[src/rtl/core/pva_pkg.sv]
// ----------------------------------------------------------------------------
// pva_pkg: shared types and constants of the polyphonic voice allocator
// Pool sizes, memory layout, result and request structs, small arithmetic.
// ----------------------------------------------------------------------------
package pva_pkg;

  // Pool sizes (each 1..32 voices).
  localparam int POOL_A_VOICES = 6;
  localparam int POOL_B_VOICES = 6;
  localparam int POOL_C_VOICES = 18;

  // Field widths fixed by the item format.
  localparam int VOICE_W    = 5;
  localparam int NOTE_W     = 7;
  localparam int VEL_W      = 7;
  localparam int PITCH_W    = 7;
  localparam int OCT_W      = 3;
  localparam int CNT_W      = 8;
  localparam int CODE_W     = 3;
  localparam int SUB_W      = 2;
  localparam int RESV_A_W   = 6;
  localparam int RESV_B_W   = 6;
  localparam int RESV_C_W   = 18;
  localparam int CFG_IDX_W  = 3;
  localparam int CFG_DATA_W = 18;

  localparam int MAX_VOICES = 2 ** VOICE_W;

  // Note memory layout: the three pools back to back.
  localparam int A_BASE     = 0;
  localparam int B_BASE     = POOL_A_VOICES;
  localparam int C_BASE     = POOL_A_VOICES + POOL_B_VOICES;
  localparam int NOTE_DEPTH = POOL_A_VOICES + POOL_B_VOICES + POOL_C_VOICES;
  localparam int NOTE_AW    = (NOTE_DEPTH > 1) ? $clog2(NOTE_DEPTH) : 1;

  // Activity counter memory: one entry per target code.
  localparam int NUM_TGT = 5;
  localparam int CNT_AW  = $clog2(NUM_TGT);

  // Reciprocal constants: x/12 for x < 2**8, x/3 for x < 2**5.
  localparam int DIV12_MUL   = 171;
  localparam int DIV12_SHIFT = 11;
  localparam int MOD3_MUL    = 11;
  localparam int MOD3_SHIFT  = 5;

  // Pitch offsets of pools A and B, note offset and octave bias of pool C.
  localparam int PITCH_OFS_A = 11;
  localparam int PITCH_OFS_B = 45;
  localparam int C_NOTE_OFS  = 5;
  localparam int C_OCT_BIAS  = 2;
  localparam int OCT_MAX     = 7;
  localparam int UNIT_SPLIT  = 2;

  typedef enum logic [CFG_IDX_W-1:0] {
    REG_TARGET_SELECT    = 3'd0,
    REG_PREFER_ALTERNATE = 3'd1,
    REG_RESERVED_A       = 3'd2,
    REG_RESERVED_B       = 3'd3,
    REG_RESERVED_C       = 3'd4
  } cfg_reg_t;

  typedef enum logic [CODE_W-1:0] {
    SEL_PASS_MAIN = 3'd0,
    SEL_POOL_A    = 3'd1,
    SEL_POOL_B    = 3'd2,
    SEL_POOL_C    = 3'd3,
    SEL_PASS_ALT  = 3'd4
  } sel_t;

  typedef enum logic [CODE_W-1:0] {
    ACT_NONE      = 3'd0,
    ACT_PASS_ON   = 3'd1,
    ACT_PASS_OFF  = 3'd2,
    ACT_VOICE_ON  = 3'd3,
    ACT_VOICE_OFF = 3'd4
  } action_t;

  typedef enum logic [CODE_W-1:0] {
    TGT_PASS_MAIN = 3'd0,
    TGT_PASS_ALT  = 3'd1,
    TGT_POOL_A    = 3'd2,
    TGT_POOL_B    = 3'd3,
    TGT_POOL_C    = 3'd4
  } target_t;

  typedef struct packed {
    logic [CODE_W-1:0]   target_select;
    logic                prefer_alternate;
    logic [RESV_A_W-1:0] reserved_a;
    logic [RESV_B_W-1:0] reserved_b;
    logic [RESV_C_W-1:0] reserved_c;
  } cfg_t;

  typedef struct packed {
    action_t              action;
    target_t              target;
    logic [VOICE_W-1:0]   voice;
    logic                 voice_found;
    logic                 second_unit;
    logic [SUB_W-1:0]     sub_voice;
    logic [NOTE_W-1:0]    note;
    logic [VEL_W-1:0]     velocity;
    logic [PITCH_W-1:0]   pitch_index;
    logic [OCT_W-1:0]     octave;
    logic [CNT_W-1:0]     activity_count;
  } result_t;

  typedef struct packed {
    logic               we;
    logic [NOTE_AW-1:0] waddr;
    logic [NOTE_W-1:0]  wdata;
    logic [NOTE_AW-1:0] raddr;
  } note_req_t;

  typedef struct packed {
    logic              we;
    logic [CNT_AW-1:0] waddr;
    logic [CNT_W-1:0]  wdata;
    logic [CNT_AW-1:0] raddr;
  } cnt_req_t;

  typedef struct packed {
    logic [3:0] quo;
    logic [3:0] rem;
  } div12_t;

  // Split an 8-bit value (at most 132) into quotient and remainder by 12.
  function automatic div12_t div12(input logic [7:0] s);
    logic [15:0] prod;
    logic [3:0]  q;
    div12_t      res;
    prod    = 16'(s) * 16'(DIV12_MUL);
    q       = 4'(prod >> DIV12_SHIFT);
    res.quo = q;
    res.rem = 4'(s - 8'(q) * 8'(12));
    return res;
  endfunction

  // Voice index modulo three.
  function automatic logic [SUB_W-1:0] mod3(input logic [VOICE_W-1:0] v);
    logic [8:0] prod;
    logic [3:0] q;
    prod = 9'(v) * 9'(MOD3_MUL);
    q    = 4'(prod >> MOD3_SHIFT);
    return SUB_W'(v - 5'(q) * 5'(3));
  endfunction

endpackage

[src/rtl/core/pva_in_if.sv]
// ----------------------------------------------------------------------------
// pva_in_if: note event channel
// One beat carries one note-on or note-off event.
// ----------------------------------------------------------------------------
interface pva_in_if;
  logic                         valid;
  logic                         ready;
  logic                         is_on;
  logic [pva_pkg::VOICE_W-1:0]  chan;
  logic [pva_pkg::NOTE_W-1:0]   note;
  logic [pva_pkg::VEL_W-1:0]    velocity;
  logic                         is_beat;

  modport source (output valid, is_on, chan, note, velocity, is_beat, input ready);
  modport sink   (input valid, is_on, chan, note, velocity, is_beat, output ready);
endinterface

[src/rtl/core/pva_out_if.sv]
// ----------------------------------------------------------------------------
// pva_out_if: voice command channel
// One beat carries the command that one note event produced.
// ----------------------------------------------------------------------------
interface pva_out_if;
  logic                         valid;
  logic                         ready;
  logic [pva_pkg::CODE_W-1:0]   action;
  logic [pva_pkg::CODE_W-1:0]   target;
  logic [pva_pkg::VOICE_W-1:0]  voice;
  logic                         voice_found;
  logic                         second_unit;
  logic [pva_pkg::SUB_W-1:0]    sub_voice;
  logic [pva_pkg::NOTE_W-1:0]   note_out;
  logic [pva_pkg::VEL_W-1:0]    velocity_out;
  logic [pva_pkg::PITCH_W-1:0]  pitch_index;
  logic [pva_pkg::OCT_W-1:0]    octave;
  logic [pva_pkg::CNT_W-1:0]    activity_count;

  modport source (output valid, action, target, voice, voice_found, second_unit, sub_voice,
                  note_out, velocity_out, pitch_index, octave, activity_count,
                  input ready);
  modport sink   (input valid, action, target, voice, voice_found, second_unit, sub_voice,
                  note_out, velocity_out, pitch_index, octave, activity_count,
                  output ready);
endinterface

[src/rtl/core/pva_cfg_if.sv]
// ----------------------------------------------------------------------------
// pva_cfg_if: configuration write channel
// One beat writes one register, selected by index.
// ----------------------------------------------------------------------------
interface pva_cfg_if;
  logic                            valid;
  logic                            ready;
  logic [pva_pkg::CFG_IDX_W-1:0]   index;
  logic [pva_pkg::CFG_DATA_W-1:0]  data;

  modport source (output valid, index, data, input ready);
  modport sink   (input valid, index, data, output ready);
endinterface

[src/rtl/core/pva_ram.sv]
// ----------------------------------------------------------------------------
// pva_ram: simple dual-port synchronous RAM
// One write port, one read port, read data registered.
module pva_ram #(
  parameter int  DEPTH = 2,
  parameter int  WIDTH = 8,
  localparam int AW    = (DEPTH > 1) ? $clog2(DEPTH) : 1
) (
  input  logic             clk,
  input  logic             we,
  input  logic [AW-1:0]    waddr,
  input  logic [WIDTH-1:0] wdata,
  input  logic [AW-1:0]    raddr,
  output logic [WIDTH-1:0] rdata
);

  logic [WIDTH-1:0] mem [DEPTH];
  logic [WIDTH-1:0] rdata_r;

  always_ff @(posedge clk) begin
    if (we) begin
      mem[waddr] <= wdata;
    end
  end

  always_ff @(posedge clk) begin
    rdata_r <= mem[raddr];
  end

  assign rdata = rdata_r;

endmodule

[src/rtl/core/pva_cfg_regs.sv]
// ----------------------------------------------------------------------------
// pva_cfg_regs: configuration register file
// Take one register write per beat; writes beyond the list are dropped.
// ----------------------------------------------------------------------------
module pva_cfg_regs (
  input  logic            clk,
  input  logic            rst_n,
  pva_cfg_if.sink         cfg_ch,
  output pva_pkg::cfg_t   cfg
);

  pva_pkg::cfg_t cfg_r;
  pva_pkg::cfg_t cfg_nxt;

  assign cfg_ch.ready = 1'b1;

  always_comb begin
    cfg_nxt = cfg_r;
    if (cfg_ch.valid) begin
      unique case (cfg_ch.index)
        pva_pkg::REG_TARGET_SELECT: begin
          cfg_nxt.target_select = cfg_ch.data[pva_pkg::CODE_W-1:0];
        end
        pva_pkg::REG_PREFER_ALTERNATE: begin
          cfg_nxt.prefer_alternate = cfg_ch.data[0];
        end
        pva_pkg::REG_RESERVED_A: begin
          cfg_nxt.reserved_a = cfg_ch.data[pva_pkg::RESV_A_W-1:0];
        end
        pva_pkg::REG_RESERVED_B: begin
          cfg_nxt.reserved_b = cfg_ch.data[pva_pkg::RESV_B_W-1:0];
        end
        pva_pkg::REG_RESERVED_C: begin
          cfg_nxt.reserved_c = cfg_ch.data[pva_pkg::RESV_C_W-1:0];
        end
        default: begin
        end
      endcase
    end
  end

  always_ff @(posedge clk) begin
    if (!rst_n) begin
      cfg_r <= '0;
    end else begin
      cfg_r <= cfg_nxt;
    end
  end

  assign cfg = cfg_r;

endmodule

[src/rtl/core/pva_ctrl.sv]
// ----------------------------------------------------------------------------
// pva_ctrl: event sequencer of the voice allocator
// Decode an event, search the note memory, update the counter memory and
// hand the finished command to the output register.
// ----------------------------------------------------------------------------
module pva_ctrl (
  input  logic                           clk,
  input  logic                           rst_n,
  pva_in_if.sink                         in_ch,
  input  pva_pkg::cfg_t                  cfg,
  output pva_pkg::note_req_t             note_req,
  input  logic [pva_pkg::NOTE_W-1:0]     note_rdata,
  output pva_pkg::cnt_req_t              cnt_req,
  input  logic [pva_pkg::CNT_W-1:0]      cnt_rdata,
  output pva_pkg::result_t               out_res,
  output logic                           out_valid,
  input  logic                           out_ready
);

  typedef enum logic [2:0] {
    S_IDLE,
    S_SCAN,
    S_CNT,
    S_UPD,
    S_OUT
  } state_t;

  state_t state_r, state_nxt;

  // Control state
  logic [pva_pkg::NOTE_DEPTH-1:0] busy_r, busy_nxt;
  logic [pva_pkg::NUM_TGT-1:0]    cnt_vld_r, cnt_vld_nxt;
  logic                           out_valid_r, out_valid_nxt;
  logic                           cmp_vld_r, cmp_vld_nxt;

  // Event payload
  logic                           is_on_r, is_on_nxt;
  logic [pva_pkg::VOICE_W-1:0]    chan_r, chan_nxt;
  logic [pva_pkg::NOTE_W-1:0]     note_r, note_nxt;
  logic [pva_pkg::VEL_W-1:0]      vel_r, vel_nxt;
  logic [pva_pkg::CODE_W-1:0]     sel_r, sel_nxt;
  logic                           is_pool_r, is_pool_nxt;
  pva_pkg::target_t               cidx_r, cidx_nxt;
  pva_pkg::target_t               tgt_r, tgt_nxt;
  logic [pva_pkg::NOTE_AW-1:0]    base_r, base_nxt;
  logic [pva_pkg::VOICE_W-1:0]    last_r, last_nxt;
  logic [pva_pkg::VOICE_W-1:0]    v_r, v_nxt;
  logic                           found_r, found_nxt;
  logic [pva_pkg::VOICE_W-1:0]    scan_idx_r, scan_idx_nxt;
  logic [pva_pkg::VOICE_W-1:0]    cmp_idx_r, cmp_idx_nxt;
  pva_pkg::result_t               res_r, res_nxt;
  pva_pkg::result_t               out_r, out_nxt;

  // Pool lookup
  logic [pva_pkg::MAX_VOICES-1:0] busy_a, busy_b, busy_c;
  logic [pva_pkg::MAX_VOICES-1:0] sel_avail;
  logic [pva_pkg::NOTE_AW-1:0]    sel_base;
  logic [pva_pkg::VOICE_W-1:0]    sel_last;
  logic                           free_found;
  logic [pva_pkg::VOICE_W-1:0]    free_idx;

  // Datapath
  logic                           in_ready;
  logic                           ignore;
  logic [pva_pkg::NOTE_AW-1:0]    scan_addr, cmp_addr, voice_addr;
  logic                           hit;
  logic [pva_pkg::CNT_W-1:0]      cnt_old, cnt_new;
  pva_pkg::div12_t                c_div;
  logic [3:0]                     c_oct;

  assign in_ch.ready = in_ready;
  assign out_valid   = out_valid_r;
  assign out_res     = out_r;

  // Busy view of each pool, voices beyond the pool read as busy.
  always_comb begin
    busy_a = '1;
    busy_b = '1;
    busy_c = '1;
    for (int i = 0; i < pva_pkg::POOL_A_VOICES; i++) begin
      busy_a[i] = busy_r[pva_pkg::NOTE_AW'(pva_pkg::A_BASE + i)];
    end
    for (int i = 0; i < pva_pkg::POOL_B_VOICES; i++) begin
      busy_b[i] = busy_r[pva_pkg::NOTE_AW'(pva_pkg::B_BASE + i)];
    end
    for (int i = 0; i < pva_pkg::POOL_C_VOICES; i++) begin
      busy_c[i] = busy_r[pva_pkg::NOTE_AW'(pva_pkg::C_BASE + i)];
    end

    unique case (cfg.target_select)
      pva_pkg::SEL_POOL_B: begin
        sel_base  = pva_pkg::NOTE_AW'(pva_pkg::B_BASE);
        sel_last  = pva_pkg::VOICE_W'(pva_pkg::POOL_B_VOICES - 1);
        sel_avail = ~busy_b & ~pva_pkg::MAX_VOICES'(cfg.reserved_b);
      end
      pva_pkg::SEL_POOL_C: begin
        sel_base  = pva_pkg::NOTE_AW'(pva_pkg::C_BASE);
        sel_last  = pva_pkg::VOICE_W'(pva_pkg::POOL_C_VOICES - 1);
        sel_avail = ~busy_c & ~pva_pkg::MAX_VOICES'(cfg.reserved_c);
      end
      default: begin
        sel_base  = pva_pkg::NOTE_AW'(pva_pkg::A_BASE);
        sel_last  = pva_pkg::VOICE_W'(pva_pkg::POOL_A_VOICES - 1);
        sel_avail = ~busy_a & ~pva_pkg::MAX_VOICES'(cfg.reserved_a);
      end
    endcase

    // Lowest available voice wins.
    free_found = 1'b0;
    free_idx   = '0;
    for (int i = pva_pkg::MAX_VOICES - 1; i >= 0; i--) begin
      if (sel_avail[i]) begin
        free_found = 1'b1;
        free_idx   = pva_pkg::VOICE_W'(i);
      end
    end
  end

  assign scan_addr  = pva_pkg::NOTE_AW'(32'(base_r) + 32'(scan_idx_r));
  assign cmp_addr   = pva_pkg::NOTE_AW'(32'(base_r) + 32'(cmp_idx_r));
  assign voice_addr = pva_pkg::NOTE_AW'(32'(base_r) + 32'(v_r));
  assign hit        = busy_r[cmp_addr] && (note_rdata == note_r);

  assign cnt_old = cnt_vld_r[cidx_r] ? cnt_rdata : '0;
  assign cnt_new = is_on_r ? pva_pkg::CNT_W'(cnt_old + 1'b1)
                 : ((cnt_old != '0) ? pva_pkg::CNT_W'(cnt_old - 1'b1) : '0);

  assign c_div = pva_pkg::div12(8'(note_r) + 8'(pva_pkg::C_NOTE_OFS));
  assign c_oct = (c_div.quo >= 4'(pva_pkg::C_OCT_BIAS))
               ? 4'(c_div.quo - 4'(pva_pkg::C_OCT_BIAS)) : '0;

  always_comb begin
    state_nxt     = state_r;
    busy_nxt      = busy_r;
    cnt_vld_nxt   = cnt_vld_r;
    out_valid_nxt = out_valid_r && !out_ready;
    cmp_vld_nxt   = cmp_vld_r;
    is_on_nxt     = is_on_r;
    chan_nxt      = chan_r;
    note_nxt      = note_r;
    vel_nxt       = vel_r;
    sel_nxt       = sel_r;
    is_pool_nxt   = is_pool_r;
    cidx_nxt      = cidx_r;
    tgt_nxt       = tgt_r;
    base_nxt      = base_r;
    last_nxt      = last_r;
    v_nxt         = v_r;
    found_nxt     = found_r;
    scan_idx_nxt  = scan_idx_r;
    cmp_idx_nxt   = cmp_idx_r;
    res_nxt       = res_r;
    out_nxt       = out_r;
    in_ready      = 1'b0;
    ignore        = 1'b0;

    note_req.we    = 1'b0;
    note_req.waddr = voice_addr;
    note_req.wdata = note_r;
    note_req.raddr = scan_addr;
    cnt_req.we     = 1'b0;
    cnt_req.waddr  = pva_pkg::CNT_AW'(cidx_r);
    cnt_req.wdata  = cnt_new;
    cnt_req.raddr  = pva_pkg::CNT_AW'(cidx_r);

    unique case (state_r)
      S_IDLE: begin
        in_ready = 1'b1;
        if (in_ch.valid) begin
          is_on_nxt = in_ch.is_on;
          chan_nxt  = in_ch.chan;
          note_nxt  = in_ch.note;
          vel_nxt   = in_ch.velocity;
          sel_nxt   = cfg.target_select;
          base_nxt  = sel_base;
          last_nxt  = sel_last;
          state_nxt = S_CNT;
          unique case (cfg.target_select) inside
            pva_pkg::SEL_PASS_MAIN, pva_pkg::SEL_PASS_ALT: begin
              is_pool_nxt = 1'b0;
              cidx_nxt    = cfg.prefer_alternate ? pva_pkg::TGT_PASS_ALT
                                                 : pva_pkg::TGT_PASS_MAIN;
              tgt_nxt     = (cfg.prefer_alternate ||
                             cfg.target_select == pva_pkg::SEL_PASS_ALT)
                          ? pva_pkg::TGT_PASS_ALT : pva_pkg::TGT_PASS_MAIN;
              v_nxt       = in_ch.chan;
              found_nxt   = 1'b1;
            end
            pva_pkg::SEL_POOL_A, pva_pkg::SEL_POOL_B, pva_pkg::SEL_POOL_C: begin
              is_pool_nxt = 1'b1;
              cidx_nxt    = pva_pkg::target_t'(cfg.target_select + 3'd1);
              tgt_nxt     = pva_pkg::target_t'(cfg.target_select + 3'd1);
              v_nxt       = in_ch.chan;
              found_nxt   = (in_ch.chan <= sel_last);
              if (in_ch.is_on) begin
                if (!in_ch.is_beat) begin
                  v_nxt     = free_idx;
                  found_nxt = free_found;
                end
              end else if (!(in_ch.is_beat && cfg.target_select == pva_pkg::SEL_POOL_A)) begin
                // Search the pool for the note, one entry a cycle.
                scan_idx_nxt = '0;
                cmp_vld_nxt  = 1'b0;
                state_nxt    = S_SCAN;
              end
            end
            default: begin
              ignore = 1'b1;
            end
          endcase
          if (in_ch.is_on && in_ch.note == '0) begin
            ignore = 1'b1;
          end
          if (ignore) begin
            res_nxt   = '0;
            state_nxt = S_OUT;
          end
        end
      end

      S_SCAN: begin
        // Read entry scan_idx, compare the entry read in the previous cycle.
        if (scan_idx_r != last_r) begin
          scan_idx_nxt = scan_idx_r + 1'b1;
        end
        cmp_vld_nxt = 1'b1;
        cmp_idx_nxt = scan_idx_r;
        if (cmp_vld_r) begin
          if (hit) begin
            v_nxt     = cmp_idx_r;
            found_nxt = 1'b1;
            state_nxt = S_CNT;
          end else if (cmp_idx_r == last_r) begin
            found_nxt = 1'b0;
            state_nxt = S_CNT;
          end
        end
      end

      S_CNT: begin
        state_nxt = S_UPD;
      end

      S_UPD: begin
        cnt_req.we           = 1'b1;
        cnt_vld_nxt[cidx_r]  = 1'b1;
        if (is_pool_r && found_r) begin
          if (is_on_r) begin
            note_req.we          = 1'b1;
            busy_nxt[voice_addr] = 1'b1;
          end else begin
            busy_nxt[voice_addr] = 1'b0;
          end
        end

        res_nxt = '0;
        if (is_pool_r) begin
          res_nxt.action = is_on_r ? pva_pkg::ACT_VOICE_ON : pva_pkg::ACT_VOICE_OFF;
        end else begin
          res_nxt.action = is_on_r ? pva_pkg::ACT_PASS_ON : pva_pkg::ACT_PASS_OFF;
        end
        res_nxt.target         = tgt_r;
        res_nxt.voice          = found_r ? v_r : '0;
        res_nxt.voice_found    = found_r;
        res_nxt.note           = note_r;
        res_nxt.velocity       = vel_r;
        res_nxt.activity_count = cnt_new;
        if (is_pool_r && found_r && sel_r != pva_pkg::SEL_POOL_C) begin
          res_nxt.second_unit = (v_r > pva_pkg::VOICE_W'(pva_pkg::UNIT_SPLIT));
          res_nxt.sub_voice   = pva_pkg::mod3(v_r);
        end
        unique case (sel_r)
          pva_pkg::SEL_POOL_A: begin
            res_nxt.pitch_index = (note_r > pva_pkg::NOTE_W'(pva_pkg::PITCH_OFS_A))
                                ? pva_pkg::PITCH_W'(note_r - pva_pkg::NOTE_W'(pva_pkg::PITCH_OFS_A))
                                : '0;
          end
          pva_pkg::SEL_POOL_B: begin
            res_nxt.pitch_index = (note_r > pva_pkg::NOTE_W'(pva_pkg::PITCH_OFS_B))
                                ? pva_pkg::PITCH_W'(note_r - pva_pkg::NOTE_W'(pva_pkg::PITCH_OFS_B))
                                : '0;
          end
          pva_pkg::SEL_POOL_C: begin
            res_nxt.pitch_index = pva_pkg::PITCH_W'(c_div.rem);
            res_nxt.octave      = (c_oct > 4'(pva_pkg::OCT_MAX))
                                ? pva_pkg::OCT_W'(pva_pkg::OCT_MAX) : pva_pkg::OCT_W'(c_oct);
          end
          default: begin
          end
        endcase
        state_nxt = S_OUT;
      end

      S_OUT: begin
        // Hold until the output register is free.
        if (!out_valid_r || out_ready) begin
          out_nxt       = res_r;
          out_valid_nxt = 1'b1;
          state_nxt     = S_IDLE;
        end
      end

      default: begin
        state_nxt = S_IDLE;
      end
    endcase
  end

  always_ff @(posedge clk) begin
    if (!rst_n) begin
      state_r     <= S_IDLE;
      busy_r      <= '0;
      cnt_vld_r   <= '0;
      out_valid_r <= 1'b0;
      cmp_vld_r   <= 1'b0;
    end else begin
      state_r     <= state_nxt;
      busy_r      <= busy_nxt;
      cnt_vld_r   <= cnt_vld_nxt;
      out_valid_r <= out_valid_nxt;
      cmp_vld_r   <= cmp_vld_nxt;
    end
    is_on_r    <= is_on_nxt;
    chan_r     <= chan_nxt;
    note_r     <= note_nxt;
    vel_r      <= vel_nxt;
    sel_r      <= sel_nxt;
    is_pool_r  <= is_pool_nxt;
    cidx_r     <= cidx_nxt;
    tgt_r      <= tgt_nxt;
    base_r     <= base_nxt;
    last_r     <= last_nxt;
    v_r        <= v_nxt;
    found_r    <= found_nxt;
    scan_idx_r <= scan_idx_nxt;
    cmp_idx_r  <= cmp_idx_nxt;
    res_r      <= res_nxt;
    out_r      <= out_nxt;
  end

  a_note_write_in_update: assert property (@(posedge clk) disable iff (!rst_n)
    note_req.we |-> state_r == S_UPD)
    else $error("note memory written outside the update step");

  a_accept_leaves_idle: assert property (@(posedge clk) disable iff (!rst_n)
    in_ch.valid && in_ready |=> state_r != S_IDLE)
    else $error("sequencer stayed idle after taking an event");

  a_scan_in_pool: assert property (@(posedge clk) disable iff (!rst_n)
    state_r == S_SCAN && cmp_vld_r |-> cmp_idx_r <= last_r)
    else $error("note search ran past the end of the pool");

  a_one_count_write: assert property (@(posedge clk) disable iff (!rst_n)
    cnt_req.we |=> !cnt_req.we)
    else $error("activity counter written twice for one event");

  a_result_loaded: assert property (@(posedge clk) disable iff (!rst_n)
    state_r == S_OUT && (!out_valid_r || out_ready) |=> out_valid_r && state_r == S_IDLE)
    else $error("finished command not moved to the output register");

endmodule

[src/rtl/core/poly_voice_allocator_top.sv]
// ----------------------------------------------------------------------------
// poly_voice_allocator_top: polyphonic voice allocator, first free voice
// Turns note events into voice commands for pass-through or pooled voices.
//
// Channels:
//   in_ch  - one beat per note event (is_on, chan, note, velocity, is_beat).
//   out_ch - one beat per event: the voice command it produced.
//   cfg_ch - register writes (target select, alternate preference, reserved
//            voice masks); always ready, write only while no event is open.
// Timing: one event at a time; the next is taken once the last command is in
//   the output register. A note-on or pass-through event steps from idle
//   through the count read and the update state to the hand-off; an ignored
//   event or an unused target select goes from idle straight to the hand-off.
//   A note-off that searches a pool reads one voice a cycle until a voice
//   holds the note or the pool ends (single note memory port).
// Reset: synchronous, active low; all voices free, all activity counts zero,
//   configuration registers zero. No clearing pass: busy and count-valid
//   flags live in flip-flops beside the memories.
// Stall: a finished command waits in the output register; the next event is
//   still taken and worked on, and only its own hand-off waits for the slot.
// ----------------------------------------------------------------------------
module poly_voice_allocator_top (
  input  logic       clk,
  input  logic       rst_n,
  pva_in_if.sink     in_ch,
  pva_out_if.source  out_ch,
  pva_cfg_if.sink    cfg_ch
);

  pva_pkg::cfg_t                  cfg;
  pva_pkg::note_req_t             note_req;
  pva_pkg::cnt_req_t              cnt_req;
  logic [pva_pkg::NOTE_W-1:0]     note_rdata;
  logic [pva_pkg::CNT_W-1:0]      cnt_rdata;
  pva_pkg::result_t               res;

  // Register file
  pva_cfg_regs u_cfg (
    .clk    (clk),
    .rst_n  (rst_n),
    .cfg_ch (cfg_ch),
    .cfg    (cfg)
  );

  // Note memory: the notes held by all pool voices, pools back to back.
  pva_ram #(
    .DEPTH (pva_pkg::NOTE_DEPTH),
    .WIDTH (pva_pkg::NOTE_W)
  ) u_note_ram (
    .clk   (clk),
    .we    (note_req.we),
    .waddr (note_req.waddr),
    .wdata (note_req.wdata),
    .raddr (note_req.raddr),
    .rdata (note_rdata)
  );

  // Activity counter memory, addressed by target code.
  pva_ram #(
    .DEPTH (pva_pkg::NUM_TGT),
    .WIDTH (pva_pkg::CNT_W)
  ) u_cnt_ram (
    .clk   (clk),
    .we    (cnt_req.we),
    .waddr (cnt_req.waddr),
    .wdata (cnt_req.wdata),
    .raddr (cnt_req.raddr),
    .rdata (cnt_rdata)
  );

  // Sequencer with the output register.
  pva_ctrl u_ctrl (
    .clk        (clk),
    .rst_n      (rst_n),
    .in_ch      (in_ch),
    .cfg        (cfg),
    .note_req   (note_req),
    .note_rdata (note_rdata),
    .cnt_req    (cnt_req),
    .cnt_rdata  (cnt_rdata),
    .out_res    (res),
    .out_valid  (out_ch.valid),
    .out_ready  (out_ch.ready)
  );

  // Unpack the command onto the result channel.
  assign out_ch.action         = res.action;
  assign out_ch.target         = res.target;
  assign out_ch.voice          = res.voice;
  assign out_ch.voice_found    = res.voice_found;
  assign out_ch.second_unit    = res.second_unit;
  assign out_ch.sub_voice      = res.sub_voice;
  assign out_ch.note_out       = res.note;
  assign out_ch.velocity_out   = res.velocity;
  assign out_ch.pitch_index    = res.pitch_index;
  assign out_ch.octave         = res.octave;
  assign out_ch.activity_count = res.activity_count;

endmodule
[src/flat_wrapper.sv]
// flat-port wrapper written by rule: the top's interface ports become plain ports
module poly_voice_allocator_top_flat 
  (clk, rst_n, in_ch_valid, in_ch_is_on, in_ch_chan, in_ch_note, in_ch_velocity, in_ch_is_beat, in_ch_ready, out_ch_valid, out_ch_action, out_ch_target, out_ch_voice, out_ch_voice_found, out_ch_second_unit, out_ch_sub_voice, out_ch_note_out, out_ch_velocity_out, out_ch_pitch_index, out_ch_octave, out_ch_activity_count, out_ch_ready, cfg_ch_valid, cfg_ch_index, cfg_ch_data, cfg_ch_ready);
  pva_in_if in_ch_i ();
  pva_out_if out_ch_i ();
  pva_cfg_if cfg_ch_i ();
  input  logic clk;
  input  logic rst_n;
  input wire logic [$bits(in_ch_i.valid)-1:0] in_ch_valid;
  input wire logic [$bits(in_ch_i.is_on)-1:0] in_ch_is_on;
  input wire logic [$bits(in_ch_i.chan)-1:0] in_ch_chan;
  input wire logic [$bits(in_ch_i.note)-1:0] in_ch_note;
  input wire logic [$bits(in_ch_i.velocity)-1:0] in_ch_velocity;
  input wire logic [$bits(in_ch_i.is_beat)-1:0] in_ch_is_beat;
  output wire logic [$bits(in_ch_i.ready)-1:0] in_ch_ready;
  output wire logic [$bits(out_ch_i.valid)-1:0] out_ch_valid;
  output wire logic [$bits(out_ch_i.action)-1:0] out_ch_action;
  output wire logic [$bits(out_ch_i.target)-1:0] out_ch_target;
  output wire logic [$bits(out_ch_i.voice)-1:0] out_ch_voice;
  output wire logic [$bits(out_ch_i.voice_found)-1:0] out_ch_voice_found;
  output wire logic [$bits(out_ch_i.second_unit)-1:0] out_ch_second_unit;
  output wire logic [$bits(out_ch_i.sub_voice)-1:0] out_ch_sub_voice;
  output wire logic [$bits(out_ch_i.note_out)-1:0] out_ch_note_out;
  output wire logic [$bits(out_ch_i.velocity_out)-1:0] out_ch_velocity_out;
  output wire logic [$bits(out_ch_i.pitch_index)-1:0] out_ch_pitch_index;
  output wire logic [$bits(out_ch_i.octave)-1:0] out_ch_octave;
  output wire logic [$bits(out_ch_i.activity_count)-1:0] out_ch_activity_count;
  input wire logic [$bits(out_ch_i.ready)-1:0] out_ch_ready;
  input wire logic [$bits(cfg_ch_i.valid)-1:0] cfg_ch_valid;
  input wire logic [$bits(cfg_ch_i.index)-1:0] cfg_ch_index;
  input wire logic [$bits(cfg_ch_i.data)-1:0] cfg_ch_data;
  output wire logic [$bits(cfg_ch_i.ready)-1:0] cfg_ch_ready;
  assign in_ch_i.valid = in_ch_valid;
  assign in_ch_i.is_on = in_ch_is_on;
  assign in_ch_i.chan = in_ch_chan;
  assign in_ch_i.note = in_ch_note;
  assign in_ch_i.velocity = in_ch_velocity;
  assign in_ch_i.is_beat = in_ch_is_beat;
  assign in_ch_ready = in_ch_i.ready;
  assign out_ch_valid = out_ch_i.valid;
  assign out_ch_action = out_ch_i.action;
  assign out_ch_target = out_ch_i.target;
  assign out_ch_voice = out_ch_i.voice;
  assign out_ch_voice_found = out_ch_i.voice_found;
  assign out_ch_second_unit = out_ch_i.second_unit;
  assign out_ch_sub_voice = out_ch_i.sub_voice;
  assign out_ch_note_out = out_ch_i.note_out;
  assign out_ch_velocity_out = out_ch_i.velocity_out;
  assign out_ch_pitch_index = out_ch_i.pitch_index;
  assign out_ch_octave = out_ch_i.octave;
  assign out_ch_activity_count = out_ch_i.activity_count;
  assign out_ch_i.ready = out_ch_ready;
  assign cfg_ch_i.valid = cfg_ch_valid;
  assign cfg_ch_i.index = cfg_ch_index;
  assign cfg_ch_i.data = cfg_ch_data;
  assign cfg_ch_ready = cfg_ch_i.ready;
  poly_voice_allocator_top u_core (.clk(clk), .rst_n(rst_n), .in_ch(in_ch_i), .out_ch(out_ch_i), .cfg_ch(cfg_ch_i));
endmodule
[config.mk]
export PLATFORM = sky130hd
export DESIGN_NAME = poly_voice_allocator_top_flat
export DESIGN_NICKNAME = d
export VERILOG_FILES = /design/src/rtl/core/pva_pkg.sv /design/src/rtl/core/pva_in_if.sv /design/src/rtl/core/pva_out_if.sv /design/src/rtl/core/pva_cfg_if.sv /design/src/rtl/core/pva_ram.sv /design/src/rtl/core/pva_cfg_regs.sv /design/src/rtl/core/pva_ctrl.sv /design/src/rtl/core/poly_voice_allocator_top.sv /design/src/flat_wrapper.sv
export SDC_FILE = /design/constraint.sdc
export NUM_CORES = 1
export LEC_CHECK = 0
export BUFFER_PORTS_ARGS = -buffer_cell sky130_fd_sc_hd__buf_2
export CAP_MARGIN = 40
export CORE_MARGIN = 3
export CORE_UTILIZATION = 66
export CTS_CLUSTER_DIAMETER = 60
export CTS_CLUSTER_SIZE = 40
export DETAILED_ROUTE_END_ITERATION = 8
export HOLD_SLACK_MARGIN = 0.08
export PLACE_DENSITY_LB_ADDON = 0.25
export SETUP_SLACK_MARGIN = 0.4
export SLEW_MARGIN = 0
export SYNTH_ARGS = -nofsm -noshare
export SYNTH_HDL_FRONTEND = slang
export SYNTH_SLANG_ARGS = --single-unit
[constraint.sdc]
create_clock -name clk -period 8.35 [get_ports clk]
set_clock_uncertainty 0.1 [all_clocks]
set_input_delay 2.505 -clock clk [delete_from_list [all_inputs] [get_ports clk]]
set_output_delay 2.505 -clock clk [all_outputs]
set_load 0.02 [all_outputs]
==> run metrics <==
outcome=completed; post-CTS sizing=0; ys flop type=edfxtp_1; GR Overflow Total=0; EDFF count, synth=387; r2r setup slk=2.09 ns; fin area=0.0223 mm^2; post-synthesis sequential area ratio=64.2%; Initial DRC Count=1050; fillers=1786; Syn-to-layout area delta=9.04%; unrepaired setup endpoints after global routing=false; wire per inst=21.8 um; number of global-route vias before repair=11600; CTS tree=yes; Post-Syn Instances=1399; Worst slew margin=41.4%; asr flop ratio synth=0%; Met2 Routed Length=20.1 mm; Worst Tran Pin Value=0.879 ns; post-DP HPWL=28.3 mm; WP data arrival=6.45 ns; vias=11800; Finished Layout Cells=1877; Crit Path Class=flip-flop to flip-flop; Syn. warnings=0; Worst-Skew Late Latency=0.57 ns; placed cell areas=0.0213 mm^2; Mean Syn Cell Area=14.6 um^2; CTS sink cnt=462; port bufs=83; VDD IR max=242 uV; DRC=0; Final Slew Violations=0; worst hold path type=flip-flop to flip-flop; Total GRT Usage=24.7%; first-pass GRT wire length=64.3 mm; DR pass1 iterations=6; Synth Register Bits=462; Die X=182 um; final hold viol count=0; Final TNS setup=0 ns; most frequent cells after synthesis=387 x edfxtp_1, 126 x nor2_1, 78 x ha_1; Fmax=160 MHz; Yosys top cell area share=56.8%; CP max stage cell=xnor2_1; Leakage Power=7.92 nW; PD cells=349 mW/mm^2; Syn Nets=1539; cts bufs inserted=29; fin nets=1606; cell taking the most area after synthesis=edfxtp_1; fraction of layout cells with a size suffix above 1=17.1%; Root Driver=clkbuf_16; total die area=0.0331 mm^2; pin count of the biggest net entering global routing=50; initial antenna violation count=0; crit path time final=6.26 ns; Rows=63; CTS H-tree lvls=1; Max-cap violations=0; Detailed Route WL=40.9 mm; Cells after DPL=1825; Area contributors post-synth=edfxtp_1 57%, dfxtp_1 7.3%, mux4_2 7.0%; Final setup violation count=0; Post-CTS Setup Repair Bufs=0; Initial Util=67.9%; routability cong.=0.880; synthesized area=0.0205 mm^2; Critical Path Max Stage Delay=0.60 ns; routed length on met1=16.6 mm; post-route ant nets=0; maximum fanout along the worst path=39; Reg2Reg Depth=22; Top Ports=97; DR WL met3=2.99 mm; total power=7.78 mW; Unique masters post-synth=71; vias per cell=6.29; Worst-path clk slew=0.08 ns; Critical Path RT=8.54 ns; Critical Path, Cell by Cell=buf_4, a21oi_1, xnor2_1, xnor2_1, inv_1, fa_1, fa_1, inv_1, fa_1, inv_1, ha_1, o2111ai_1, a21oi_1, o211ai_1, o21ai_0, nor2_1, nor3_1, ha_1, xor2_1, and3_1, o21ai_0, a21oi_1; crit end category=flip-flop; Startpoint Class=flip-flop; top sig layer=met4; final period utilization=75.0%; count leader, synth=edfxtp_1; antenna cell count=0; Hold Path Stages=0; Max Root-Sink Buffers=3; Die H=182 um; hold buffer count at cts=0; core box area=0.0301 mm^2
## logic make-up (layout without fill, tap and decap cells)
kind of cell	after synthesis	in the layout	synth area share, %
DFF	462	462	64.2
other	2	2	0.0367
and+or+nand+nor	335	335	8.16
muxes	117	117	10.3
adders and majority gates	93	93	6.24
AOI/OAI and AO/OA	194	194	5.90
buffers and inverters	141	229	2.78
xor gates and xnor gates	55	55	2.42
## where the power goes
part           switching, mW  internal (mW)
combinational           1.83           1.46
clock                  0.790          0.737
sequential             0.190           2.77
total                   2.81           4.97
## critical path: cells and delay by family (launching register included)
kind	cells	cell delay (ns)
AOI/OAI and AO/OA	7	1.13
buffers and inverters	4	0.60
adders and majority gates	5	2.17
DFF	1	0.32
xor gates and xnor gates	3	1.05
and+or+nand+nor	3	0.59
## registers in the layout (all words and copies together) (netlist names), 7 cells and up, named ones only
register                 count
u_core.u_cnt_ram.mem        40
u_core.u_cnt_ram.rdata       8
u_core.u_ctrl.res_r         47
u_core.u_ctrl.note_r         7
u_core.u_note_ram.rdata      7
u_core.u_ctrl.vel_r          7
u_core.u_ctrl.out_res       47
u_core.u_note_ram.mem      210
u_core.u_cfg.cfg            20
## area by class of cell
| cell class | count | area, um^2 | share of cell area [%] |
|---|---|---|---|
| clock buffer | 33 | 772 | 3.46 |
| clock inverter | 19 | 221 | 0.993 |
| inverter | 74 | 278 | 1.25 |
| multi-input combinational | 796 | 6780 | 30.4 |
| sequential | 462 | 13100 | 58.8 |
| tap | 390 | 488 | 2.19 |
| timing repair buffer | 103 | 639 | 2.87 |
## through the flow
stage	utilization, %	setup WS, ns	hold WS, ns
2_1_floorplan	-	2.70	0.300
3_3_place_gp	70.3	2.33	0.301
3_5_place_dp	70.8	2.22	0.305
4_1_cts	74.1	2.12	0.318
5_1_grt	74.1	1.72	0.327
6_report	74.1	2.09	0.317
## per-layer routing
layer	track usage, %	vias up
met5	0	-
met4	6.28	0
met3	3.39	83
met2	41.8	514
met1	34.5	5837
li1	-	5374
## layout by cell type (no fill, tap or decap), drive strengths merged, types with 6 or more instances in the layout
cell	synthesis	routed
edfxtp	387	387
nor2	127	127
buf	20	103
inv	72	84
ha	78	78
dfxtp	75	75
mux4	71	71
a21oi	67	67
o21ai	52	52
nand2	48	48
xnor2	33	33
clkbuf	47	33
or3	32	32
and2	28	28
mux2i	27	27
xor2	21	21
nor3	20	20
mux2	19	19
nand3	19	19
fa	15	15
and3	13	13
o21a	12	12
a22oi	9	9
a21o	7	7
nor2b	7	7
clkinv	2	7
nand4	6	6
nor4	6	6
## final timing paths
| path | start | end |
|---|---|---|
| max | u_core.u_ctrl.note_r[0]$_DFFE_PP_ | u_core.u_ctrl.res_r[14]$_SDFFCE_PN0P_ |
| min | u_core.u_ctrl.res_r[41]$_SDFFCE_PN0P_ | u_core.u_ctrl.out_res[41]$_DFFE_PP_ |
| max reg2reg | u_core.u_ctrl.note_r[0]$_DFFE_PP_ | u_core.u_ctrl.res_r[14]$_SDFFCE_PN0P_ |
| min reg2reg | u_core.u_ctrl.res_r[41]$_SDFFCE_PN0P_ | u_core.u_ctrl.out_res[41]$_DFFE_PP_ |
Power figures use the tool's default switching activity.
